## config.mk

```make
export PLATFORM = sky130hd
export DESIGN_NAME = refcounted_buffer_pool_core
export DESIGN_NICKNAME = d
export VERILOG_FILES = /design/src/hdl/rcbp_pkg.sv /design/src/hdl/rcbp_pool.sv /design/src/hdl/refcounted_buffer_pool_core.sv
export SDC_FILE = /design/constraint.sdc
export NUM_CORES = 1
export LEC_CHECK = 0
export BUFFER_PORTS_ARGS = -buffer_cell sky130_fd_sc_hd__clkbuf_2
export CAP_MARGIN = 20
export CORE_AREA = 2 2 148 150
export DETAILED_ROUTE_END_ITERATION = 16
export DIE_AREA = 0 0 150 152
export GPL_ROUTABILITY_DRIVEN = 0
export PLACE_DENSITY = 0.71
export SYNTH_ARGS = -nofsm -noshare
export SYNTH_HDL_FRONTEND = slang
export SYNTH_SLANG_ARGS = --single-unit
export TNS_END_PERCENT = 10
```

## constraint.sdc

```tcl
create_clock -name clock -period 6.09 [get_ports clock]
set_input_delay 0.3045 -clock clock [delete_from_list [all_inputs] [get_ports clock]]
set_output_delay 0.3045 -clock clock [all_outputs]
set_load 0.01 [all_outputs]
```

## src/hdl/rcbp_pkg.sv

```systemverilog
package rcbp_pkg;

   // Pool geometry
   localparam int NUM_BUFFERS = 16;
   localparam int COUNT_BITS  = 8;
   localparam int IDX_BITS    = $clog2(NUM_BUFFERS);
   localparam int FREE_BITS   = $clog2(NUM_BUFFERS + 1);

   // Port field widths
   localparam int FIELD_IDX_BITS   = 4;
   localparam int FIELD_COUNT_BITS = 8;
   localparam int CMD_BITS         = 2;
   localparam int REQ_DATA_BITS    = 8;
   localparam int RSP_DATA_BITS    = 16;

   localparam logic [COUNT_BITS-1:0] COUNT_MAX = {COUNT_BITS{1'b1}};

   typedef enum logic [CMD_BITS-1:0] {
      CMD_ALLOC   = 2'd0,
      CMD_ADD_REF = 2'd1,
      CMD_RELEASE = 2'd2
   } cmd_type;

   // One request word after unpacking
   typedef struct packed {
      logic [CMD_BITS-1:0]       command;
      logic [FIELD_IDX_BITS-1:0] buffer_index;
   } req_type;

   // One result word before packing
   typedef struct packed {
      logic                        error;
      logic [FIELD_COUNT_BITS-1:0] count_after;
      logic                        released;
      logic [FIELD_IDX_BITS-1:0]   granted_index;
      logic                        granted;
   } rsp_type;

endpackage

```

## src/hdl/rcbp_pool.sv

```systemverilog
module rcbp_pool (
   input  logic              clock,
   input  logic              reset,
   input  logic              step,
   input  rcbp_pkg::req_type req,
   output rcbp_pkg::rsp_type rsp
);
   import rcbp_pkg::*;

   logic [IDX_BITS-1:0]   free_list_ff [NUM_BUFFERS];
   logic [COUNT_BITS-1:0] ref_counts_ff [NUM_BUFFERS];
   logic [IDX_BITS-1:0]   free_head_ff;
   logic [IDX_BITS-1:0]   free_tail_ff;
   logic [FREE_BITS-1:0]  free_count_ff;

   logic [IDX_BITS-1:0]   free_head_in;
   logic [IDX_BITS-1:0]   free_tail_in;
   logic [FREE_BITS-1:0]  free_count_in;

   logic                  list_we;
   logic                  count_we;
   logic [IDX_BITS-1:0]   count_addr;
   logic [COUNT_BITS-1:0] count_wdata;

   logic [IDX_BITS-1:0]   idx;
   logic                  idx_ok;
   logic [COUNT_BITS-1:0] cur_count;
   logic [IDX_BITS-1:0]   head_entry;
   logic                  list_empty;
   logic                  list_full;

   assign idx        = IDX_BITS'(req.buffer_index);
   assign idx_ok     = 32'(req.buffer_index) < NUM_BUFFERS;
   assign cur_count  = ref_counts_ff[idx];
   assign head_entry = free_list_ff[free_head_ff];
   assign list_empty = free_count_ff == '0;
   assign list_full  = free_count_ff == FREE_BITS'(NUM_BUFFERS);

   // Decode the command and form the state update and the result word
   always_comb begin
      free_head_in  = free_head_ff;
      free_tail_in  = free_tail_ff;
      free_count_in = free_count_ff;
      list_we       = 1'b0;
      count_we      = 1'b0;
      count_addr    = idx;
      count_wdata   = cur_count;
      rsp           = '0;
      case (req.command)
         CMD_ALLOC: begin
            if (!list_empty) begin
               free_head_in = (free_head_ff == IDX_BITS'(NUM_BUFFERS - 1)) ?
                              '0 : free_head_ff + 1'b1;
               free_count_in     = free_count_ff - 1'b1;
               count_we          = 1'b1;
               count_addr        = head_entry;
               count_wdata       = COUNT_BITS'(1);
               rsp.granted       = 1'b1;
               rsp.granted_index = FIELD_IDX_BITS'(head_entry);
               rsp.count_after   = FIELD_COUNT_BITS'(1);
            end
         end
         CMD_ADD_REF: begin
            if (idx_ok) begin
               count_we = 1'b1;
               if (cur_count == COUNT_MAX) begin
                  count_wdata = COUNT_MAX;
                  rsp.error   = 1'b1;
               end else begin
                  count_wdata = cur_count + 1'b1;
               end
               rsp.count_after = FIELD_COUNT_BITS'(count_wdata);
            end
         end
         CMD_RELEASE: begin
            if (idx_ok) begin
               if (cur_count == '0) begin
                  rsp.error = 1'b1;
               end else if (cur_count == COUNT_BITS'(1)) begin
                  // Last reference: clear and push back unless the list is full
                  count_we    = 1'b1;
                  count_wdata = '0;
                  if (!list_full) begin
                     list_we      = 1'b1;
                     free_tail_in = (free_tail_ff == IDX_BITS'(NUM_BUFFERS - 1)) ?
                                    '0 : free_tail_ff + 1'b1;
                     free_count_in = free_count_ff + 1'b1;
                     rsp.released  = 1'b1;
                  end
               end else begin
                  count_we        = 1'b1;
                  count_wdata     = cur_count - 1'b1;
                  rsp.count_after = FIELD_COUNT_BITS'(count_wdata);
               end
            end
         end
         default: begin
            rsp = '0;
         end
      endcase
   end

   // Commit the update when the word advances
   always_ff @(posedge clock) begin
      if (reset) begin
         for (int i = 0; i < NUM_BUFFERS; i++) begin
            free_list_ff[i]  <= IDX_BITS'(i);
            ref_counts_ff[i] <= '0;
         end
         free_head_ff  <= '0;
         free_tail_ff  <= '0;
         free_count_ff <= FREE_BITS'(NUM_BUFFERS);
      end else if (step) begin
         if (list_we) begin
            free_list_ff[free_tail_ff] <= idx;
         end
         if (count_we) begin
            ref_counts_ff[count_addr] <= count_wdata;
         end
         free_head_ff  <= free_head_in;
         free_tail_ff  <= free_tail_in;
         free_count_ff <= free_count_in;
      end
   end

endmodule

```

## src/hdl/refcounted_buffer_pool_core.sv

```systemverilog
// An accepted request word is held in the input register; its result word is
// held in the result register, which drives rsp_. Throughput: one request word
// per cycle unless rsp_tready stalls; each word does its single
// read-modify-write of the pool state between the two registers.
// Reset (synchronous, active high): free list holds buffers 0..15 in order,
// all reference counts are zero, both channels empty.
module refcounted_buffer_pool_core (
   input  logic                                clock,
   input  logic                                reset,
   input  logic                                req_tvalid,
   output logic                                req_tready,
   // [1:0] command, [5:2] buffer_index, [7:6] zero
   input  logic [rcbp_pkg::REQ_DATA_BITS-1:0]  req_tdata,
   output logic                                rsp_tvalid,
   input  logic                                rsp_tready,
   // [0] granted, [4:1] granted_index, [5] released, [13:6] count_after,
   // [14] error, [15] zero
   output logic [rcbp_pkg::RSP_DATA_BITS-1:0]  rsp_tdata
);
   import rcbp_pkg::*;

   logic    in_valid_ff;
   req_type in_word_ff;
   logic    out_valid_ff;
   rsp_type out_word_ff;

   logic    advance;
   logic    req_take;
   rsp_type step_rsp;

   // Move the held word on when the result register is free or draining
   assign advance    = in_valid_ff && (!out_valid_ff || rsp_tready);
   assign req_tready = !in_valid_ff || advance;
   assign req_take   = req_tvalid && req_tready;

   rcbp_pool u_pool (
      .clock (clock),
      .reset (reset),
      .step  (advance),
      .req   (in_word_ff),
      .rsp   (step_rsp)
   );

   // Input register
   always_ff @(posedge clock) begin
      if (reset) begin
         in_valid_ff <= 1'b0;
      end else if (req_tready) begin
         in_valid_ff <= req_tvalid;
      end
   end

   always_ff @(posedge clock) begin
      if (req_take) begin
         in_word_ff.command      <= req_tdata[CMD_BITS-1:0];
         in_word_ff.buffer_index <= req_tdata[CMD_BITS +: FIELD_IDX_BITS];
      end
   end

   // Result register
   always_ff @(posedge clock) begin
      if (reset) begin
         out_valid_ff <= 1'b0;
      end else if (advance) begin
         out_valid_ff <= 1'b1;
      end else if (rsp_tready) begin
         out_valid_ff <= 1'b0;
      end
   end

   always_ff @(posedge clock) begin
      if (advance) begin
         out_word_ff <= step_rsp;
      end
   end

   assign rsp_tvalid = out_valid_ff;
   assign rsp_tdata  = RSP_DATA_BITS'(out_word_ff);

   // A held word whose result slot is open moves on in the same cycle
   a_advance_fills: assert property (@(posedge clock) disable iff (reset)
      advance |=> out_valid_ff)
      else $error("result register not loaded after advance");

   // Back pressure only while both registers are full and the output stalls
   a_ready_low: assert property (@(posedge clock) disable iff (reset)
      !req_tready |-> (in_valid_ff && out_valid_ff && !rsp_tready))
      else $error("request side stalled without cause");

   // A granted allocate carries a count of one and no other flag
   a_grant_clean: assert property (@(posedge clock) disable iff (reset)
      (out_valid_ff && out_word_ff.granted) |->
      (out_word_ff.count_after == FIELD_COUNT_BITS'(1) &&
       !out_word_ff.error && !out_word_ff.released))
      else $error("granted result carries inconsistent fields");

   // A return to the free list always leaves a zero count
   a_release_zero: assert property (@(posedge clock) disable iff (reset)
      (out_valid_ff && out_word_ff.released) |->
      (out_word_ff.count_after == '0 && !out_word_ff.error))
      else $error("released result carries nonzero count or error");

endmodule
```

==> results_dict.tcl, run 1 <==
set metrics [dict create \
    status "completed" \
    htree_levels 1 \
    synth.area.top_cells "edfxtp_1 56%, mux4_2 8.1%, nor2_1 4.3%" \
    drt_iter0_drc 703 \
    vias 7380 \
    synth_top_cell_by_area "edfxtp_1" \
    die_area_um2 22800 \
    yosys_warnings 0 \
    rrSetupSlack_ns 1.31 \
    critPathMaxStageDelay_ns 0.69 \
    die_h_um 152 \
    clock_path_buffers 3 \
    final_layout_size_suffix_gt1_share_pct 15.6 \
    rows 54 \
    crit_path_end_kind "flip-flop" \
    antenna_cells 0 \
    slew_headroom_pct 28.3 \
    hold_viol 0 \
    cp-start-kind "flip-flop" \
    min_path_type "primary input to flip-flop" \
    power_density_nw_per_um2 298 \
    syn_to_final_growth_pct 9.22 \
    critical_path.max_fanout 16 \
    die_x_um 150 \
    r2r_end "u_pool.free_list_ff[11][3]" \
    min_period_over_period_pct 78.5 \
    antenna_found_initial 0 \
    grt_overflow 0 \
    drc_errors 0 \
    min_period_ns 4.78 \
    final_util_pct 58.5 \
    fin_ws_ns 1.31 \
    reg2reg_depth 13 \
    crit_type "flip-flop to flip-flop" \
    synth_ff_type "edfxtp_1" \
    async_flop_share_pct 0 \
    synth-edff-count 213 \
    required_ns 6.31 \
    nFillCells 1727 \
    start_util_pct 53.6 \
    synth_nets 936 \
    arrival_ns 5.00 \
    cp_slowest_cell "dfxtp_2" \
    p_total_mw 3.72 \
    final_cell_mix "213 x edfxtp_1, 130 x nor2_1, 63 x nand2_1, 58 x a21oi_1, 41 x mux4_2" \
    cts_made_buffers 25 \
    first_global_vias 7307 \
    setup_tns_ns 0 \
    wirelength_um 26100 \
    synthDistinctLibCells 66 \
    routed_via_density 6.09 \
    crit_family "simple AND/OR/NAND/NOR gates" \
    worstSkewPairLatency_ns 0.53 \
    worstMarginPinSlew_ns 1.05 \
    cts_tree "built" \
    first_pass_iters 6 \
    wire_per_inst_um 21.5 \
    min_to "rsp_tvalid" \
    place_ws_ns 1.34 \
    maxCapViolCount 0 \
    drtAntennaViolNets 0 \
    critPathBufInv 2 \
    final_common_cell "edfxtp_1" \
    grt_first_pass_wirelength_um 40500 \
    avgSynthCellArea_um2 12.6 \
    hold_depth 4 \
    cts_root_buffer "clkbuf_16" \
    leakage_nw 4.27 \
    io_buffer_count 26 \
    cts_resized 0 \
    skew_ns 0.0234 \
    clock_sinks 236 \
    grt_max_degree 51 \
    seq_area_frac_synth_pct 59.9 \
    path_cells "buf_4 > mux4_2 > a22oi_1 > nand2_1 > inv_1 > ha_1 > nand2_1 > nor3_1 > nand2_1 > nor3_4 > nand3b_1 > or2_2 > nand2b_1" \
    design.portCount 30 \
    setup_viol 0 \
    ir_drop_uv 216 \
    cpMostUsedCell "nand2_1" \
    netlist_area_um2 11400 \
    track_usage_pct 23.0 \
    max_freq_ghz 0.209 \
    rsz0062_at_grt "false" \
    slew_violations 0 \
    hp-start "rsp_tready" \
    synth_top_area_share_pct 55.9 \
    core_um2 21400 \
    dp_hpwl_um 17600 \
    synth-seq-cells 236 \
    finalNetCount 941 \
    synth_cells 907 \
    path_clk_slew_ns 0.07 \
]
## sequential cells by signal, summed over array words and instances, names as in the netlist, 4 cells and up, named ones only
signal                cells
in_word_ff                6
u_pool.free_count_ff      5
rsp_tdata                15
u_pool.ref_counts_ff    128
u_pool.free_tail_ff       4
u_pool.free_head_ff       4
u_pool.free_list_ff      64
## per-stage QoR
stage / hold slack (ns) / std cells / cell area, um^2
after floorplan: 0.403 / 907 / 11400
after global placement: 0.488 / 1158 / 11600
after detailed placement: 0.487 / 1158 / 11600
after CTS: 0.101 / 1211 / 12500
after global routing: 0.138 / 1211 / 12500
final: 0.114 / 1211 / 12500
## metal layers
metal / global-route usage, % / vias to the layer above / routed length (um)
li1: - / 3364 / -
met1: 31.3 / 3646 / 10400
met2: 38.4 / 315 / 13000
met3: 3.33 / 55 / 1910
met4: 7.55 / 0 / 758
met5: 0 / - / 0
## cells by family after synthesis
group / synth area share (%)
AND/OR/NAND/NOR: 16.4
flip-flops: 59.9
AO/OA/AOI/OAI: 6.98
buffers and inverters: 3.47
multiplexers: 10.4
adder cells (fa/ha/maj): 1.93
XOR/XNOR: 0.842
other: 0.0328
## cell type report
| cell class | instances | area, um^2 | area share (%) |
|---|---|---|---|
| clock buffers | 28 | 637 | 5.10 |
| flip-flops and latches | 236 | 6860 | 54.9 |
| multi-input cells | 591 | 4190 | 33.5 |
| repair buffers | 39 | 245 | 1.96 |
| inverters | 19 | 71.3 | 0.571 |
| clock inverters | 18 | 146 | 1.17 |
| well taps | 280 | 350 | 2.80 |
## cells in the mapped netlist (all sizes together) (2+ instances only)
cell type and number:
and3b 3, a22oi 6, a211oi 8, nor3 20, a31oi 2, xnor2 9, nand2 63, dfxtp 23
a21o 3, o31ai 4, clkbuf 33, and4 5, o211ai 2, or4 2, ha 16, nor4 8
buf 28, or2 16, o22a 2, a221oi 3, and3 7, mux2 4, o21ai 16, nor2b 10
nand3b 3, mux2i 20, mux4 42, a31o 2, nand2b 32, a21oi 58, xor2 2, o21bai 2
and2 25, nand4 7, o21a 6, nand3 18, inv 19, nor2 131, nor3b 4, edfxtp 213
or3 19
## power breakdown
part           total, mW  internal, mW  switching [mW]
sequential          1.86          1.83          0.0367
clock               1.46         0.838           0.619
combinational      0.404         0.138           0.267
total               3.72          2.80           0.923
## worst min-delay path, delay by kind of cell
family,cells,cell delay (ns)
and+or+nand+nor,3,0.21
buffers and inverters,1,0.08
## repair_timing
action | CTS | global route
hold endpoints to repair | 7 | 0
setup buffers | 0 | 0
hold buffers | 7 | 0
## how the worst max path moves through the flow
stage | from | end | slack (ns) | cells after the start
6_report | flip-flop | u_pool.free_list_ff[11][3] | 1.31 | 13
5_1_grt | flip-flop | u_pool.free_list_ff[11][1] | 0.89 | 13
4_1_cts | flip-flop | u_pool.free_list_ff[11][3] | 1.30 | 13
3_5_place_dp | flip-flop | u_pool.free_list_ff[11][1] | 1.34 | 13
3_3_place_gp | flip-flop | u_pool.free_list_ff[11][1] | 1.36 | 13
2_1_floorplan | flip-flop | u_pool.ref_counts_ff[3][6] | 2.30 | 17
Note: power is estimated with default switching activity, not from simulation.
==> run 2, diff against run 1 <==
Settings changed: PLACE_DENSITY 0.71 to 0.73.
Clock period 6.09 ns to 4.1 ns, I/O delays scaled along.
==> run 2 against run 1 <==
Effect of this change:
- global-route usage grew 1.0 points
- combinational power grew 70%
- critical path depth fell by 4
- largest power group unchanged
- first-iteration DRC count rose by 8.8%
- total power is 51% higher
==> results_dict.tcl, run 2 (synthesis gave the netlist of run 1 again) <==
set metrics [dict create \
    finalInstanceArea_um2 13000 \
    first_pass_iters 5 \
    syn_to_final_growth_pct 13.8 \
    clockPowerShare_pct 38.8 \
    worstMarginPinSlew_ns 0.669 \
    grt_first_pass_wirelength_um 42400 \
    nFillCells 1669 \
    first_global_vias 7614 \
    crit_type "flip-flop to flip-flop" \
    cp_slowest_cell "mux4_2" \
    maxCapViolCount 0 \
    io_buffer_count 26 \
    grt_use_met3_pct 3.48 \
    rsz0062_at_grt "false" \
    p_sw_share_pct 24.6 \
    die_h_um 152 \
    design.portCount 30 \
    critical_path.max_fanout 16 \
    final_common_cell "edfxtp_1" \
    p_int_mw 4.25 \
    combPwrFrac_pct 12.2 \
    htree_levels 1 \
    drt_iter0_drc 765 \
    final_layout_size_suffix_gt1_share_pct 21.1 \
    p_switching_mw 1.39 \
    antenna_cells 0 \
    path_clk_slew_ns 0.06 \
    core_um2 21400 \
    leakage_nw 4.58 \
    min_path_type "primary input to flip-flop" \
    ir_drop_uv 352 \
    crit_path_end_kind "flip-flop" \
    grt_max_degree 51 \
    power_density_nw_per_um2 433 \
    slew_violations 0 \
    die_x_um 150 \
    dp_hpwl_um 18000 \
    cts_setup_buffers 0 \
    hold_viol 0 \
    grt_overflow 0 \
    cp-start-kind "flip-flop" \
    clock_path_buffers 3 \
    cts_tree "built" \
    largest_reg_flops 128 \
    die_area_um2 22800 \
    skew_ns 0.0129 \
    cts_made_buffers 25 \
    seqPwrFrac_pct 49.1 \
    routed_via_density 5.98 \
    cts_root_buffer "clkbuf_16" \
    arrival_ns 4.08 \
    path_cells "buf_4 > mux4_2 > mux4_2 > buf_4 > or3_1 > o21a_1 > a221oi_1 > o21a_2 > nor2_1" \
    critPathMaxStageDelay_ns 0.55 \
    grt-busiest-layer "met2" \
    status "completed" \
    antenna_found_initial 0 \
    vias 7581 \
    met1_usage_pct 34.3 \
    slew_headroom_pct 55.3 \
    largest-register "u_pool.ref_counts_ff" \
    wire_per_inst_um 21.0 \
    rows 54 \
    clock_sinks 236 \
    drc_errors 0 \
    final_cell_mix "213 x edfxtp_1, 130 x nor2_1, 63 x nand2_1, 58 x a21oi_1, 58 x buf_4" \
    max_freq_ghz 0.262 \
    met2_usage_pct 38.6 \
    worstSkewPairLatency_ns 0.53 \
    track_usage_pct 24.1 \
    finalNetCount 998 \
    start_util_pct 53.6 \
    min_period_ns 3.82 \
    min_period_over_period_pct 93.2 \
    drtAntennaViolNets 0 \
    wirelength_um 26600 \
    required_ns 4.36 \
    place_area_um2 12100 \
    setup_viol 0 \
    setup_tns_ns 0 \
]
run 2: cell types whose count changed in the layout (fill, tap and decap cells not counted), sizes merged:
cell,change
bufinv,-2
dlygate4sd3,+1
inv,-1
clkinvlp,-1
clkbuf,+8
clkinv,-4
buf,+56
run 2: worst paths after layout:
kind / startpoint / end / slack [ns] / depth (start not counted)
worst max-delay path: flip-flop / u_pool.ref_counts_ff[14][1] / 0.28 / 9
worst min-delay path: reset / rsp_tvalid / 0.25 / 3
worst min register to register: in_valid_ff / rsp_tvalid / 0.53 / 2
worst max register to register: flip-flop / u_pool.ref_counts_ff[14][1] / 0.28 / 9
run 2: through the flow:
stage	std cells	power [mW]	utilization, %	worst slack [ns]	hold WS, ns
after floorplan	907	3.25	-	0.312	0.304
after global placement	1214	3.47	56.7	0.328	0.389
after detailed placement	1214	3.48	56.7	0.247	0.385
after CTS	1268	5.65	60.9	0.158	0.242
after global routing	1268	5.81	60.9	0.00491	0.299
final	1268	5.63	60.9	0.279	0.248
run 2: layout make-up:
cell class	count	area [um^2]	share of cell area [%]
clock buffer	36	749	5.76
clock inverter	10	57.6	0.442
inverter	19	71.3	0.548
multi-input combinational	591	4200	32.3
sequential	236	6860	52.7
tap	280	350	2.69
timing repair buffer	96	726	5.58
run 2: power groups by stage:
stage,clock network (mW),registers [mW],logic [mW]
6_report,2.18,2.76,0.685
5_1_grt,2.30,2.77,0.734
4_1_cts,2.20,2.76,0.679
3_5_place_dp,0,2.81,0.668
3_3_place_gp,0,2.81,0.660
2_1_floorplan,0,2.79,0.466
run 2: critical path: cells and delay by family (launching register included):
kind            cells  cell delay (ns)
compound gates      3             1.04
buf+inv             2             0.47
flops               1             0.49
mux                 2             1.07
simple gates        2             0.47
run 2: what timing repair did:
item | in CTS | in global routing
endpoints found under the hold margin | 12 | 0
setup endpoints to repair | 0 | 24
hold buffers | 8 | 0
resized for setup | 0 | 3
run 2: layer usage:
metal / part of all wire (%) / wire length (um) / vias to the layer above
li1: - / - / 3479
met1: 42 / 11300 / 3744
met2: 48 / 12800 / 302
met3: 6.6 / 1750 / 56
met4: 2.9 / 780 / 0
met5: 0 / 0 / -
==> run 3, diff against run 2 <==
Settings changed: BUFFER_PORTS_ARGS -buffer_cell sky130_fd_sc_hd__clkbuf_2 to -buffer_cell sky130_fd_sc_hd__buf_2, CORE_AREA 2 2 148 150 to 2 2 145 147, DIE_AREA 0 0 150 152 to 0 0 147 149, PLACE_DENSITY 0.73 to 0.76.
==> run 3 against run 2 <==
Effect of this change:
- cell count decreased by 1.3%
- combinational power decreased by 2%
- highest routed layer unchanged
- flip-flop and latch count unchanged
- critical path type unchanged
==> results_dict.tcl, run 3 (synthesis gave the netlist of run 1 again) <==
set metrics [dict create \
    arrival_ns 4.32 \
    cts_tree "built" \
    drc_errors 0 \
    first_pass_iters 6 \
    cp-start-kind "flip-flop" \
    slew_headroom_pct 44.1 \
    skew_ns 0.0304 \
    start_util_pct 55.6 \
    dp_hpwl_um 18200 \
    antenna_cells 0 \
    clock_sinks 236 \
    setup_viol 0 \
    largest-register "u_pool.ref_counts_ff" \
    worstMarginPinSlew_ns 0.838 \
    die_x_um 147 \
    track_usage_pct 25.6 \
    first_global_vias 7612 \
    worstSkewPairLatency_ns 0.54 \
    path_clk_slew_ns 0.06 \
    rows 53 \
    max_freq_ghz 0.253 \
    ir_drop_uv 370 \
    final_common_cell "edfxtp_1" \
    clock_path_buffers 3 \
    hold_depth 3 \
    rsz0062_at_grt "true" \
    hold_viol 0 \
    maxCapViolCount 0 \
    min_period_over_period_pct 96.4 \
    status "completed" \
    final_cell_mix "213 x edfxtp_1, 130 x nor2_1, 62 x nand2_1, 58 x a21oi_1, 47 x buf_4" \
    dp.cells 1198 \
    crit_path_end_kind "flip-flop" \
    die_area_um2 21900 \
    power_density_nw_per_um2 433 \
    syn_to_final_growth_pct 12.9 \
    leakage_nw 4.52 \
    drt_iter0_drc 696 \
    core_um2 20600 \
    slew_violations 0 \
    wire_per_inst_um 21.5 \
    finalNetCount 987 \
    final_layout_size_suffix_gt1_share_pct 20.2 \
    largest_reg_flops 128 \
    instances_no_fill 1252 \
    nFillCells 1557 \
    drtAntennaViolNets 0 \
    cts_root_buffer "clkbuf_16" \
    htree_levels 1 \
    reg2reg_depth 12 \
    final_util_pct 62.8 \
    antenna_found_initial 0 \
    grt_max_degree 51 \
    grt_overflow 0 \
    die_h_um 149 \
    cts_made_buffers 25 \
    min_path_type "primary input to flip-flop" \
    design.portCount 30 \
    crit_type "flip-flop to flip-flop" \
    vias 7614 \
    grt_first_pass_wirelength_um 42800 \
    required_ns 4.47 \
    cts_setup_buffers 0 \
    io_buffer_count 26 \
    routed_via_density 6.08 \
    min_period_ns 3.95 \
    wirelength_um 26900 \
    critical_path.max_fanout 15 \
]
-- run 3: what timing repair did --
item | CTS | global route
hold endpoints to repair | 12 | 0
endpoints found under the setup margin | 0 | 44
resized for setup | 0 | 5
hold buffers | 8 | 0
-- run 3: worst paths after layout --
kind / from / endpoint / slack [ns]
setup / recovery: flip-flop / u_pool.ref_counts_ff[9][3] / 0.15
hold / removal: reset / u_pool.free_count_ff[3] / 0.26
setup reg to reg: flip-flop / u_pool.ref_counts_ff[9][3] / 0.15
hold reg to reg: u_pool.free_tail_ff[0] / u_pool.free_tail_ff[0] / 0.52
-- run 3: where the power goes --
| part | switching, mW | internal [mW] | total, mW |
|---|---|---|---|
| logic | 0.424 | 0.249 | 0.673 |
| registers | 0.0471 | 2.71 | 2.76 |
| clock network | 0.915 | 1.25 | 2.16 |
-- run 3: routing by layer --
| layer | up-vias | routed length, um | GRT usage, % |
|---|---|---|---|
| met2 | 381 | 13600 | 44.4 |
| met5 | - | 0 | 0 |
| met1 | 3711 | 10300 | 33.7 |
| li1 | 3455 | - | - |
| met3 | 67 | 2100 | 3.46 |
| met4 | 0 | 868 | 8.51 |
-- run 3: layout make-up --
type                       instances  area, um^2  share of cell area (%)
sequential                       236        6860                    53.1
timing repair buffer              85         643                    4.98
multi-input combinational        591        4210                    32.6
clock buffer                      31         688                    5.33
tap                              275         344                    2.66
inverter                          19        71.3                   0.552
clock inverter                    15         100                   0.775
-- run 3: worst max-delay path: stages (launching register included) --
cell,delay [ns]
dfxtp_1,0.69
nor2b_1,0.28
nand2_1,0.08
and4_1,0.25
buf_4,0.17
inv_1,0.16
ha_1,0.23
o211ai_1,0.19
nor4_1,0.74
o21ai_0,0.26
o211a_1,0.40
buf_12,0.21
nor2_1,0.10
-- run 3: per-stage QoR --
step | TNS, ns | worst slack (ns) | power [mW] | instance area [um^2] | hold slack, ns
detailed placement | 0 | 0.209 | 3.46 | 12000 | 0.390
global route | -0.0876 | -0.0224 | 5.78 | 12900 | 0.267
finish | 0 | 0.146 | 5.60 | 12900 | 0.255
global placement | 0 | 0.357 | 3.44 | 12000 | 0.389
CTS | 0 | 0.165 | 5.61 | 12900 | 0.262
floorplan | 0 | 0.312 | 3.25 | 11400 | 0.304
